## src/rtl/core/msgv_pkg.sv

```systemverilog
// Shared types and codes for the MessagePack value encoder.
// Used by msgv_encode, msgv_serializer and msgpack_value_encoder; no dependencies.
package msgv_pkg;

    // input opcodes
    localparam logic [3:0] OP_UINT    = 4'd0;
    localparam logic [3:0] OP_SINT    = 4'd1;
    localparam logic [3:0] OP_BOOL    = 4'd2;
    localparam logic [3:0] OP_CHAR    = 4'd3;
    localparam logic [3:0] OP_FLOAT32 = 4'd4;
    localparam logic [3:0] OP_FLOAT64 = 4'd5;
    localparam logic [3:0] OP_STR_HDR = 4'd6;
    localparam logic [3:0] OP_RAW     = 4'd7;
    localparam logic [3:0] OP_MAP_HDR = 4'd8;

    // MessagePack type bytes
    localparam logic [7:0] MP_FALSE   = 8'hC2;
    localparam logic [7:0] MP_TRUE    = 8'hC3;
    localparam logic [7:0] MP_FLOAT32 = 8'hCA;
    localparam logic [7:0] MP_FLOAT64 = 8'hCB;
    localparam logic [7:0] MP_UINT8   = 8'hCC;
    localparam logic [7:0] MP_UINT16  = 8'hCD;
    localparam logic [7:0] MP_UINT32  = 8'hCE;
    localparam logic [7:0] MP_UINT64  = 8'hCF;
    localparam logic [7:0] MP_INT8    = 8'hD0;
    localparam logic [7:0] MP_INT16   = 8'hD1;
    localparam logic [7:0] MP_INT32   = 8'hD2;
    localparam logic [7:0] MP_INT64   = 8'hD3;
    localparam logic [7:0] MP_STR8    = 8'hD9;
    localparam logic [7:0] MP_STR16   = 8'hDA;
    localparam logic [7:0] MP_STR32   = 8'hDB;
    localparam logic [7:0] MP_MAP16   = 8'hDE;
    localparam logic [7:0] MP_MAP32   = 8'hDF;
    localparam logic [7:0] MP_FIXSTR  = 8'hA0;
    localparam logic [7:0] MP_FIXMAP  = 8'h80;
    localparam logic [7:0] MP_FIXSTR1 = 8'hA1;

    localparam int unsigned FRAME_BYTES = 9;
    localparam int unsigned FRAME_W     = FRAME_BYTES * 8;

    // one encoded item: bytes left-aligned, first byte in the top lane
    typedef struct packed {
        logic [3:0]         count;
        logic [FRAME_W-1:0] frame;
    } enc_t;

endpackage

```

## src/rtl/core/msgv_encode.sv

```systemverilog
// Combinational encoder: opcode and value to a left-aligned byte frame.
// Depends on msgv_pkg.
module msgv_encode (
    input  logic [3:0]     opcode,
    input  logic [63:0]    value,
    output msgv_pkg::enc_t enc
);

    logic [31:0] len;

    function automatic msgv_pkg::enc_t one(input logic [7:0] b);
        msgv_pkg::enc_t r;
        r.count = 4'd1;
        r.frame = {b, 64'd0};
        return r;
    endfunction

    function automatic msgv_pkg::enc_t hdr1(input logic [7:0] h, input logic [63:0] v);
        msgv_pkg::enc_t r;
        r.count = 4'd2;
        r.frame = {h, v[7:0], 56'd0};
        return r;
    endfunction

    function automatic msgv_pkg::enc_t hdr2(input logic [7:0] h, input logic [63:0] v);
        msgv_pkg::enc_t r;
        r.count = 4'd3;
        r.frame = {h, v[15:0], 48'd0};
        return r;
    endfunction

    function automatic msgv_pkg::enc_t hdr4(input logic [7:0] h, input logic [63:0] v);
        msgv_pkg::enc_t r;
        r.count = 4'd5;
        r.frame = {h, v[31:0], 32'd0};
        return r;
    endfunction

    function automatic msgv_pkg::enc_t hdr8(input logic [7:0] h, input logic [63:0] v);
        msgv_pkg::enc_t r;
        r.count = 4'd9;
        r.frame = {h, v};
        return r;
    endfunction

    function automatic msgv_pkg::enc_t enc_uint(input logic [63:0] v);
        msgv_pkg::enc_t r;
        if (v <= 64'h7F)
            r = one(v[7:0]);
        else if (v <= 64'hFF)
            r = hdr1(msgv_pkg::MP_UINT8, v);
        else if (v <= 64'hFFFF)
            r = hdr2(msgv_pkg::MP_UINT16, v);
        else if (v <= 64'hFFFF_FFFF)
            r = hdr4(msgv_pkg::MP_UINT32, v);
        else
            r = hdr8(msgv_pkg::MP_UINT64, v);
        return r;
    endfunction

    // v has its sign bit set; minus thirty-two goes to int8
    function automatic msgv_pkg::enc_t enc_neg(input logic [63:0] v);
        msgv_pkg::enc_t r;
        if (v >= 64'hFFFF_FFFF_FFFF_FFE1)
            r = one(v[7:0]);
        else if (v >= 64'hFFFF_FFFF_FFFF_FF80)
            r = hdr1(msgv_pkg::MP_INT8, v);
        else if (v >= 64'hFFFF_FFFF_FFFF_8000)
            r = hdr2(msgv_pkg::MP_INT16, v);
        else if (v >= 64'hFFFF_FFFF_8000_0000)
            r = hdr4(msgv_pkg::MP_INT32, v);
        else
            r = hdr8(msgv_pkg::MP_INT64, v);
        return r;
    endfunction

    assign len = value[31:0];

    always_comb
    begin
        enc.count = 4'd0;
        enc.frame = '0;
        unique case (opcode)
            msgv_pkg::OP_UINT:    enc = enc_uint(value);
            msgv_pkg::OP_SINT:    enc = value[63] ? enc_neg(value) : enc_uint(value);
            msgv_pkg::OP_BOOL:    enc = one((|value) ? msgv_pkg::MP_TRUE : msgv_pkg::MP_FALSE);
            msgv_pkg::OP_CHAR:    enc = hdr1(msgv_pkg::MP_FIXSTR1, value);
            msgv_pkg::OP_FLOAT32: enc = hdr4(msgv_pkg::MP_FLOAT32, value);
            msgv_pkg::OP_FLOAT64: enc = hdr8(msgv_pkg::MP_FLOAT64, value);
            msgv_pkg::OP_STR_HDR:
            begin
                if (len < 32'd32)
                    enc = one(msgv_pkg::MP_FIXSTR | {3'b000, len[4:0]});
                else if (len <= 32'hFF)
                    enc = hdr1(msgv_pkg::MP_STR8, {32'd0, len});
                else if (len <= 32'hFFFF)
                    enc = hdr2(msgv_pkg::MP_STR16, {32'd0, len});
                else
                    enc = hdr4(msgv_pkg::MP_STR32, {32'd0, len});
            end
            msgv_pkg::OP_RAW:     enc = one(value[7:0]);
            msgv_pkg::OP_MAP_HDR:
            begin
                if (len <= 32'hF)
                    enc = one(msgv_pkg::MP_FIXMAP | {4'b0000, len[3:0]});
                else if (len <= 32'hFFFF)
                    enc = hdr2(msgv_pkg::MP_MAP16, {32'd0, len});
                else
                    enc = hdr4(msgv_pkg::MP_MAP32, {32'd0, len});
            end
            default:
            begin
                // undefined opcodes emit nothing
                enc.count = 4'd0;
                enc.frame = '0;
            end
        endcase
    end

endmodule

```

## src/rtl/core/msgv_serializer.sv

```systemverilog
// Frame register that sends an encoded item out one byte per word.
// Depends on msgv_pkg.
module msgv_serializer (
    input  logic           clk,
    input  logic           rst_n,
    input  logic           load,
    input  msgv_pkg::enc_t enc,
    output logic           free,
    output logic           out_valid,
    input  logic           out_ready,
    output logic [7:0]     out_byte,
    output logic           last_byte
);

    logic [3:0]                   cnt_reg;
    logic [3:0]                   cnt_next;
    logic [msgv_pkg::FRAME_W-1:0] frame_reg;
    logic [msgv_pkg::FRAME_W-1:0] frame_next;
    logic                         pop;

    assign out_valid = (cnt_reg != 4'd0);
    assign out_byte  = frame_reg[msgv_pkg::FRAME_W-1 -: 8];
    assign last_byte = (cnt_reg == 4'd1);
    assign pop       = out_valid && out_ready;
    // can take a new frame when empty or the last word leaves this cycle
    assign free      = !out_valid || (last_byte && out_ready);

    always_comb
    begin
        cnt_next   = cnt_reg;
        frame_next = frame_reg;
        if (load)
        begin
            cnt_next   = enc.count;
            frame_next = enc.frame;
        end
        else if (pop)
        begin
            cnt_next   = cnt_reg - 4'd1;
            frame_next = {frame_reg[msgv_pkg::FRAME_W-9:0], 8'd0};
        end
    end

    always_ff @(posedge clk or negedge rst_n)
    begin
        if (!rst_n)
            cnt_reg <= 4'd0;
        else
            cnt_reg <= cnt_next;
    end

    always_ff @(posedge clk)
    begin
        frame_reg <= frame_next;
    end

endmodule

```

## src/rtl/core/msgpack_value_encoder.sv

```systemverilog
// Top level of the MessagePack value encoder: input register, encoder, serializer.
// Depends on msgv_pkg, msgv_encode and msgv_serializer.
//
// Each accepted word (opcode, value) is held in an input register, encoded
// combinationally, and its MessagePack bytes leave big-endian, one byte per output
// word, with last_byte set on the final one. An item is one to nine bytes (type
// byte plus 0, 1, 2, 4 or 8 payload bytes). The next item is taken while the current
// one is still being sent and is handed to the serializer in the cycle its final
// byte leaves, so bytes flow without gaps. Undefined opcodes (9 to 15) produce no
// output. From accept, the word passes the input register and then the serializer's
// frame register before its first byte is shown.
module msgpack_value_encoder (
    input  logic        clk,
    input  logic        rst_n,
    input  logic        in_valid,
    output logic        in_ready,
    input  logic [3:0]  opcode,
    input  logic [63:0] value,
    output logic        out_valid,
    input  logic        out_ready,
    output logic [7:0]  out_byte,
    output logic        last_byte
);

    logic           full_reg;
    logic           full_next;
    logic [3:0]     op_reg;
    logic [63:0]    val_reg;
    logic           ser_free;
    logic           load;
    msgv_pkg::enc_t enc;

    assign load     = full_reg && ser_free;
    assign in_ready = !full_reg || ser_free;

    always_comb
    begin
        full_next = full_reg;
        if (in_valid && in_ready)
            full_next = 1'b1;
        else if (load)
            full_next = 1'b0;
    end

    always_ff @(posedge clk or negedge rst_n)
    begin
        if (!rst_n)
            full_reg <= 1'b0;
        else
            full_reg <= full_next;
    end

    always_ff @(posedge clk)
    begin
        if (in_valid && in_ready)
        begin
            op_reg  <= opcode;
            val_reg <= value;
        end
    end

    msgv_encode u_encode (
        .opcode (op_reg),
        .value  (val_reg),
        .enc    (enc)
    );

    msgv_serializer u_serializer (
        .clk       (clk),
        .rst_n     (rst_n),
        .load      (load),
        .enc       (enc),
        .free      (ser_free),
        .out_valid (out_valid),
        .out_ready (out_ready),
        .out_byte  (out_byte),
        .last_byte (last_byte)
    );

endmodule
```

## config.mk

```make
export PLATFORM = sky130hd
export DESIGN_NAME = msgpack_value_encoder
export DESIGN_NICKNAME = d
export VERILOG_FILES = /design/src/rtl/core/msgv_pkg.sv /design/src/rtl/core/msgv_encode.sv /design/src/rtl/core/msgv_serializer.sv /design/src/rtl/core/msgpack_value_encoder.sv
export SDC_FILE = /design/constraint.sdc
export NUM_CORES = 1
export LEC_CHECK = 0
export BUFFER_PORTS_ARGS = -buffer_cell sky130_fd_sc_hd__buf_2
export CAP_MARGIN = 20
export CORE_ASPECT_RATIO = 1.5
export CORE_MARGIN = 5
export CORE_UTILIZATION = 30
export DETAILED_ROUTE_END_ITERATION = 7
export REMOVE_ABC_BUFFERS = 1
export SYNTH_ARGS = -nofsm -noshare
export SYNTH_HDL_FRONTEND = slang
export SYNTH_HIERARCHICAL = 1
export SYNTH_SLANG_ARGS = --single-unit
```

## constraint.sdc

```tcl
create_clock -name clk -period 11.9 [get_ports clk]
set_input_delay 0.595 -clock clk [delete_from_list [all_inputs] [get_ports clk]]
set_output_delay 0.595 -clock clk [all_outputs]
set_load 0.05 [all_outputs]
```

# Yosys cells after proc, flatten, opt, wreduce, memory -nomap -nowiden
# Index checks and enable logic that the tools add are counted.
op_classes:
  n_addsub: 1
  n_reduce_logical: 13
  n_eq_ne: 9
  muxes: 26
  order_cmp: 12
ops:
  columns: ["cell", "count"]
  rows:
  - ["$mux 76", 16]
  - ["$pmux 76 s9", 1]
  - ["$ge 64x64->1 const B", 4]
  - ["$mux 75", 2]
  - ["$mux 72", 2]
  - ["$le 64x16->1 const B", 1]
  - ["$le 64x32->1 const B", 1]
  - ["$le 64x7->1 const B", 1]
  - ["$le 64x8->1 const B", 1]
  - ["$reduce_or 64->1", 1]
  - ["$le 32x16->1 const B", 1]
  - ["$le 32x4->1 const B", 1]
  - ["$le 32x8->1 const B", 1]
  - ["$lt 32x6->1 const B", 1]
  - ["$eq 4x3->1 const B", 4]
  - ["$eq 4x1->1 const B", 2]
  - ["$eq 4x2->1 const B", 2]
  - ["$mux 4", 2]
  - ["$eq 4x4->1 const B", 1]
  - ["$logic_and 1x1->1", 4]
  - ["$logic_not 4->1", 1]
  - ["$reduce_bool 2->1", 2]
  - ["$reduce_bool 4->1", 1]
  - ["$sub 4x1->4 const B", 1]
  - ["3 further kinds", 7]
totals:
  word_cells: 66
  reg_bits: 145
  output_inout_bits: 11

# Logic depth before layout (Yosys ltp)
logic_depth:
  word_depth: 8
  depth_mapped: 10
  mapped_depth_nobuf: 8

# Cells and area by module
# Netlist, hierarchy kept.
by_module_without_submodules:
  columns: ["module", "seq_area_each_um2", "n_inst", "cells_each", "area_per_inst_um2"]
  rows:
  - ["msgv_serializer", 2262.2, 1, 191, 3320.7]
  - ["msgv_encode", 0.0, 1, 422, 2562.5]
  - ["msgpack_value_encoder", 2067.0, 1, 73, 2102.0]

# Worst setup path after synthesis
# OpenSTA, ideal clock, no wires.
synth_timing:
  path_type: "reg-to-reg"
  start: "register u_serializer.cnt_reg[1]"
  end: "register u_serializer/frame_reg[0] (netlist name), enable pin"
  setup_time_ns: 0.429
  n_path_buf: 2
  arrival_ns: 4.187
  synth_period_minus_slack_ns: 4.616
  stages_incl_launch_ff: 9
  path_slack_ns: 7.284
  path_cell_list: "dfrtp_1 inv_1 ha_1 nor3b_1 a21bo_2 and2_1 clkbuf_1 clkbuf_1 a21o_1"
synth_between:
  elab_chain_cells: 5
  elab_cells_between_ends: 8
synth_rtl:
  columns: ["item", "line", "source"]
  rows:
  - ["start: declaration", "msgv_serializer.sv:15", "logic [3:0] cnt_reg;"]
  - ["start signal: assignment", "msgv_serializer.sv:49", "cnt_reg <= cnt_next;"]
  - ["$eq 4x1->1", "msgv_serializer.sv:23", "assign last_byte = (cnt_reg == 4'd1);"]
  - ["named net last_byte", "msgpack_value_encoder.sv:22", "output logic last_byte"]
  - ["$logic_and 1x1->1", "msgv_serializer.sv:26", "assign free = !out_valid || (last_byte && out_ready);"]
  - ["$logic_or 1x1->1", "msgv_serializer.sv:26", null]
  - ["named net ser_free", "msgpack_value_encoder.sv:29", "logic ser_free;"]
  - ["$logic_and 1x1->1", "msgpack_value_encoder.sv:33", "assign load = full_reg && ser_free;"]
  - ["named net load", "msgpack_value_encoder.sv:30", "logic load;"]
  - ["$reduce_bool 2->1 (no source line)", null, null]
  - ["end signal: assignment", "msgv_serializer.sv:54", "frame_reg <= frame_next;"]
  - ["end: declaration", "msgv_serializer.sv:17", "logic [msgv_pkg::FRAME_W-1:0] frame_reg;"]
# The timed path passes the listed nets, and every way through them passes these cells.
# A chain may end at the register's enable or synchronous reset.

==> results.sh <==
export IMPL_run_status="complete, no violations"
export IMPL_grt_total_usage=0.179
export IMPL_end_kind="flop"
export IMPL_post_cts_buffers=0
export IMPL_maximum_vdd_drop_mv=0.138
export IMPL_comb_power_share=0.336
export IMPL_worst_slew_margin_rel=0.264
export IMPL_timing_setup_tns_ns=0
export IMPL_final_critical_period_ns=4.05
export IMPL_avgRoutedWirePerCell_um=24.2
export IMPL_worst_setup_path_endpoint="u_serializer/frame_reg[34]$_DFFE_PP_"
export IMPL_clkSlewWorstSetupHoldPaths_ns=0.07
export IMPL_multi_input_area_sq_um=3350
export IMPL_reg2regPathDepth=7
export IMPL_max_cap_viol_count=0
export IMPL_synth_cells=686
export IMPL_placedInstanceArea_sq_um=8640
export IMPL_power_density_nw_per_um2=260
export IMPL_synth_top_cell_area_share=0.526
export IMPL_die_boundary_height_um=210
export IMPL_finalMaxSlewViolations=0
export IMPL_worstSetupStartpoint="val_reg[63]$_DFFE_PP_"
export IMPL_postSynthRegisterBits=145
export IMPL_asyncSetResetFlopFracSynth=0.0345
export IMPL_cts_inserted_buffers=17
export IMPL_synth_seq_area_share=0.542
export IMPL_port_buffers=82
export IMPL_coreArea_sq_um=26400
export IMPL_drt_iter0_markers=624
export IMPL_via_per_inst=5.74
export IMPL_final_replace_weighted_congestion=1.08
export IMPL_via_count=6304
export IMPL_layoutNonFillerInstCount=1098
export IMPL_hold_ws_ns=0.329
export IMPL_power_clock_fraction=0.217
export IMPL_antenna_found_initial=0
export IMPL_drive_gt1_frac=0.275
export IMPL_r2r_slack_ns=7.85
export IMPL_fin_skew_ns=0.0154
export IMPL_mean_instance_size_in_the_synthesized_netlist_sq_um=11.6
export IMPL_power_report_internal_total_mw=1.53
export IMPL_num_fill_cells=2616
export IMPL_synth_cell_area_sq_um=7990
export IMPL_timing_setup_critical_path_class="flop to flop"
export IMPL_synth_largest_area_cell="sky130_fd_sc_hd__edfxtp_1"
export IMPL_grt_pass1_wl_um=39800
export IMPL_area_growth_pct=15.8
export IMPL_grt_overflow_total=0
export IMPL_cellLeakagePower_nw=3.25
export IMPL_yosys_warnings=6
export IMPL_min_delay_start="value[56]"
export IMPL_io_pins=83
export IMPL_grt_start_max_net_pins=83
export IMPL_sequential_cell_area_sq_um=4330
export IMPL_min_period_over_period=0.340
export IMPL_tritoncts_clock_tree="done"
export IMPL_total_power_mw=2.41
export IMPL_setup_worst_path_start_class="flop"
export IMPL_ys_flop_type="sky130_fd_sc_hd__edfxtp_1"
export IMPL_dp_cells=1064
export IMPL_first_global_vias=6457
export IMPL_htree_num_levels=4
export IMPL_clock_sinks=145
export IMPL_cp_max_fo=17
export IMPL_rr_endpoint="u_serializer/frame_reg[34]$_DFFE_PP_"
export IMPL_place_hpwl_um=18900
export IMPL_fmax_mhz=247
export IMPL_num_rows=73
export IMPL_timing_rr_start="val_reg[63]$_DFFE_PP_"
export IMPL_critPathArrivalTime_ns=4.22
export IMPL_root_buffer="sky130_fd_sc_hd__clkbuf_16"
export IMPL_route_final_wire_length_um=26600
export IMPL_largest_cells_by_area_after_synthesis="sky130_fd_sc_hd__edfxtp_1, sky130_fd_sc_hd__mux2_2, sky130_fd_sc_hd__and2_1"
export IMPL_rsz0062_at_grt="no"
export IMPL_max_slew_worst_pin_slew_ns=1.10
export IMPL_insertion_delay_ns=0.44
export IMPL_min_delay_path_class="input pin to flop"
export IMPL_synth_lib_cells_used_distinct=72
export IMPL_power_switching_share=0.366
export IMPL_first_pass_iters=5
export IMPL_dieArea_sq_um=30000
export IMPL_finish_net_count=822
export IMPL_largest_register_ff_count=72
export IMPL_p_switching_uw=880
export IMPL_finalHoldViolCount=0
export IMPL_drtAntennaViolNets=0
export IMPL_effective_utilization_at_floorplan=0.303
export IMPL_final_design_area_no_fill_sq_um=9250
export IMPL_worstPathRequired_ns=12.08
export IMPL_die_w_um=143
export IMPL_number_of_antenna_repair_diodes=0
export IMPL_drc=0
export IMPL_share_seq_of_total_power=0.446
export IMPL_clockBufferDepth=2
export IMPL_synth_enable_flop_cells=140
export IMPL_setup_viol=0
## layout by cell type (no fill, tap or decap), types with 4 or more instances in the layout
master                       count
sky130_fd_sc_hd__clkinvlp_4      4
sky130_fd_sc_hd__a31o_2          5
sky130_fd_sc_hd__a211oi_1        5
sky130_fd_sc_hd__nor4_1         16
sky130_fd_sc_hd__o31a_1          4
sky130_fd_sc_hd__clkinv_4        4
sky130_fd_sc_hd__a21oi_1        30
sky130_fd_sc_hd__a22o_1         16
sky130_fd_sc_hd__nand2b_1        4
sky130_fd_sc_hd__buf_4          10
sky130_fd_sc_hd__a31oi_1        12
sky130_fd_sc_hd__clkbuf_16      17
sky130_fd_sc_hd__and2_1         46
sky130_fd_sc_hd__and4_1          4
sky130_fd_sc_hd__o221ai_1        4
sky130_fd_sc_hd__mux2_2         64
sky130_fd_sc_hd__or4_1           4
sky130_fd_sc_hd__nand2_1        29
sky130_fd_sc_hd__nor4b_1         4
sky130_fd_sc_hd__o211ai_1        9
sky130_fd_sc_hd__or3_1           5
sky130_fd_sc_hd__nand4_1        19
sky130_fd_sc_hd__a221o_1         7
sky130_fd_sc_hd__and3_1          6
sky130_fd_sc_hd__o21ai_0        40
sky130_fd_sc_hd__nand3_1        12
sky130_fd_sc_hd__a22oi_1         6
sky130_fd_sc_hd__nor2_1         30
sky130_fd_sc_hd__a211o_1         4
sky130_fd_sc_hd__o21bai_1        6
sky130_fd_sc_hd__nor3_1         24
sky130_fd_sc_hd__buf_2          82
sky130_fd_sc_hd__inv_1          13
sky130_fd_sc_hd__dfrtp_1         5
sky130_fd_sc_hd__edfxtp_1      140
## worst max-delay path, cell delays in order (launching register included)
cell and delay, ns:
sky130_fd_sc_hd__edfxtp_1 0.62, sky130_fd_sc_hd__nand4_1 0.15, sky130_fd_sc_hd__or4_4 0.56, sky130_fd_sc_hd__or4_1 0.92
sky130_fd_sc_hd__o21ai_4 0.51, sky130_fd_sc_hd__o21ai_2 0.35, sky130_fd_sc_hd__a22o_1 0.38, sky130_fd_sc_hd__mux2_2 0.28
## synthesized netlist by cell type (13+ instances only)
master                       n
sky130_fd_sc_hd__a21oi_1    30
sky130_fd_sc_hd__a22o_1     16
sky130_fd_sc_hd__and2_1     47
sky130_fd_sc_hd__clkbuf_1   28
sky130_fd_sc_hd__edfxtp_1  140
sky130_fd_sc_hd__inv_1      13
sky130_fd_sc_hd__mux2_2     64
sky130_fd_sc_hd__nand2_1    29
sky130_fd_sc_hd__nand4_1    19
sky130_fd_sc_hd__nor2_1     30
sky130_fd_sc_hd__nor3_1     24
sky130_fd_sc_hd__nor4_1     16
sky130_fd_sc_hd__o21ai_0    40
## timing repair
action	4_1_cts	5_1_grt
resized for setup	0	0
endpoints found under the hold margin	5	0
hold buffers	1	0
## per-layer routing
layer,up-vias,track usage,routed length (um)
li1,2848,-,-
met3,91,0.0372,1490
met2,310,0.299,13300
met5,-,0,0
met1,3055,0.204,10000
met4,0,0.118,1810
## stage by stage
stage,util,worst slack (ns)
floorplan,-,6.06
global placement,0.327,7.91
detailed placement,0.327,7.94
CTS,0.350,7.88
global route,0.350,7.79
finish,0.350,7.85
## layout make-up
| type | instances | share of cell area |
|---|---|---|
| Clock buffer | 18 | 0.0464 |
| Clock inverter | 14 | 0.0170 |
| Inverter | 14 | 0.00568 |
| Multi-Input combinational cell | 476 | 0.363 |
| Sequential cell | 145 | 0.468 |
| Tap cell | 337 | 0.0456 |
| Timing Repair Buffer | 94 | 0.0544 |
## worst min-delay path by stage
stage                       endpoint  slack (ns)  cells after the start
6_report       val_reg[56]$_DFFE_PP_        0.33                      1
5_1_grt        val_reg[54]$_DFFE_PP_        0.30                      1
2_1_floorplan   full_reg$_DFFE_PN0P_        0.30                      0
4_1_cts        val_reg[42]$_DFFE_PP_        0.29                      1
3_3_place_gp    full_reg$_DFFE_PN0P_        0.42                      1
3_5_place_dp    full_reg$_DFFE_PN0P_        0.42                      1
## power groups by stage
stage	combinational, mW	sequential (mW)	clock [mW]
6_report	0.810	1.07	0.524
5_1_grt	0.879	1.10	0.563
4_1_cts	0.819	1.07	0.544
3_5_place_dp	0.815	1.08	0
3_3_place_gp	0.816	1.08	0
2_1_floorplan	0.566	1.03	0
## cells by family (layout without fill, tap and decap cells)
group                      count (synthesis)  after routing  share of synthesized area
buffers and inverters                     65            140                     0.0389
muxes                                     65             65                     0.0915
adders and majority gates                  2              2                    0.00313
and+or+nand+nor                          222            222                      0.159
DFF                                      145            145                      0.542
AOI/OAI and AO/OA                        187            187                      0.166
No activity file was read; power rests on OpenSTA's default activity.
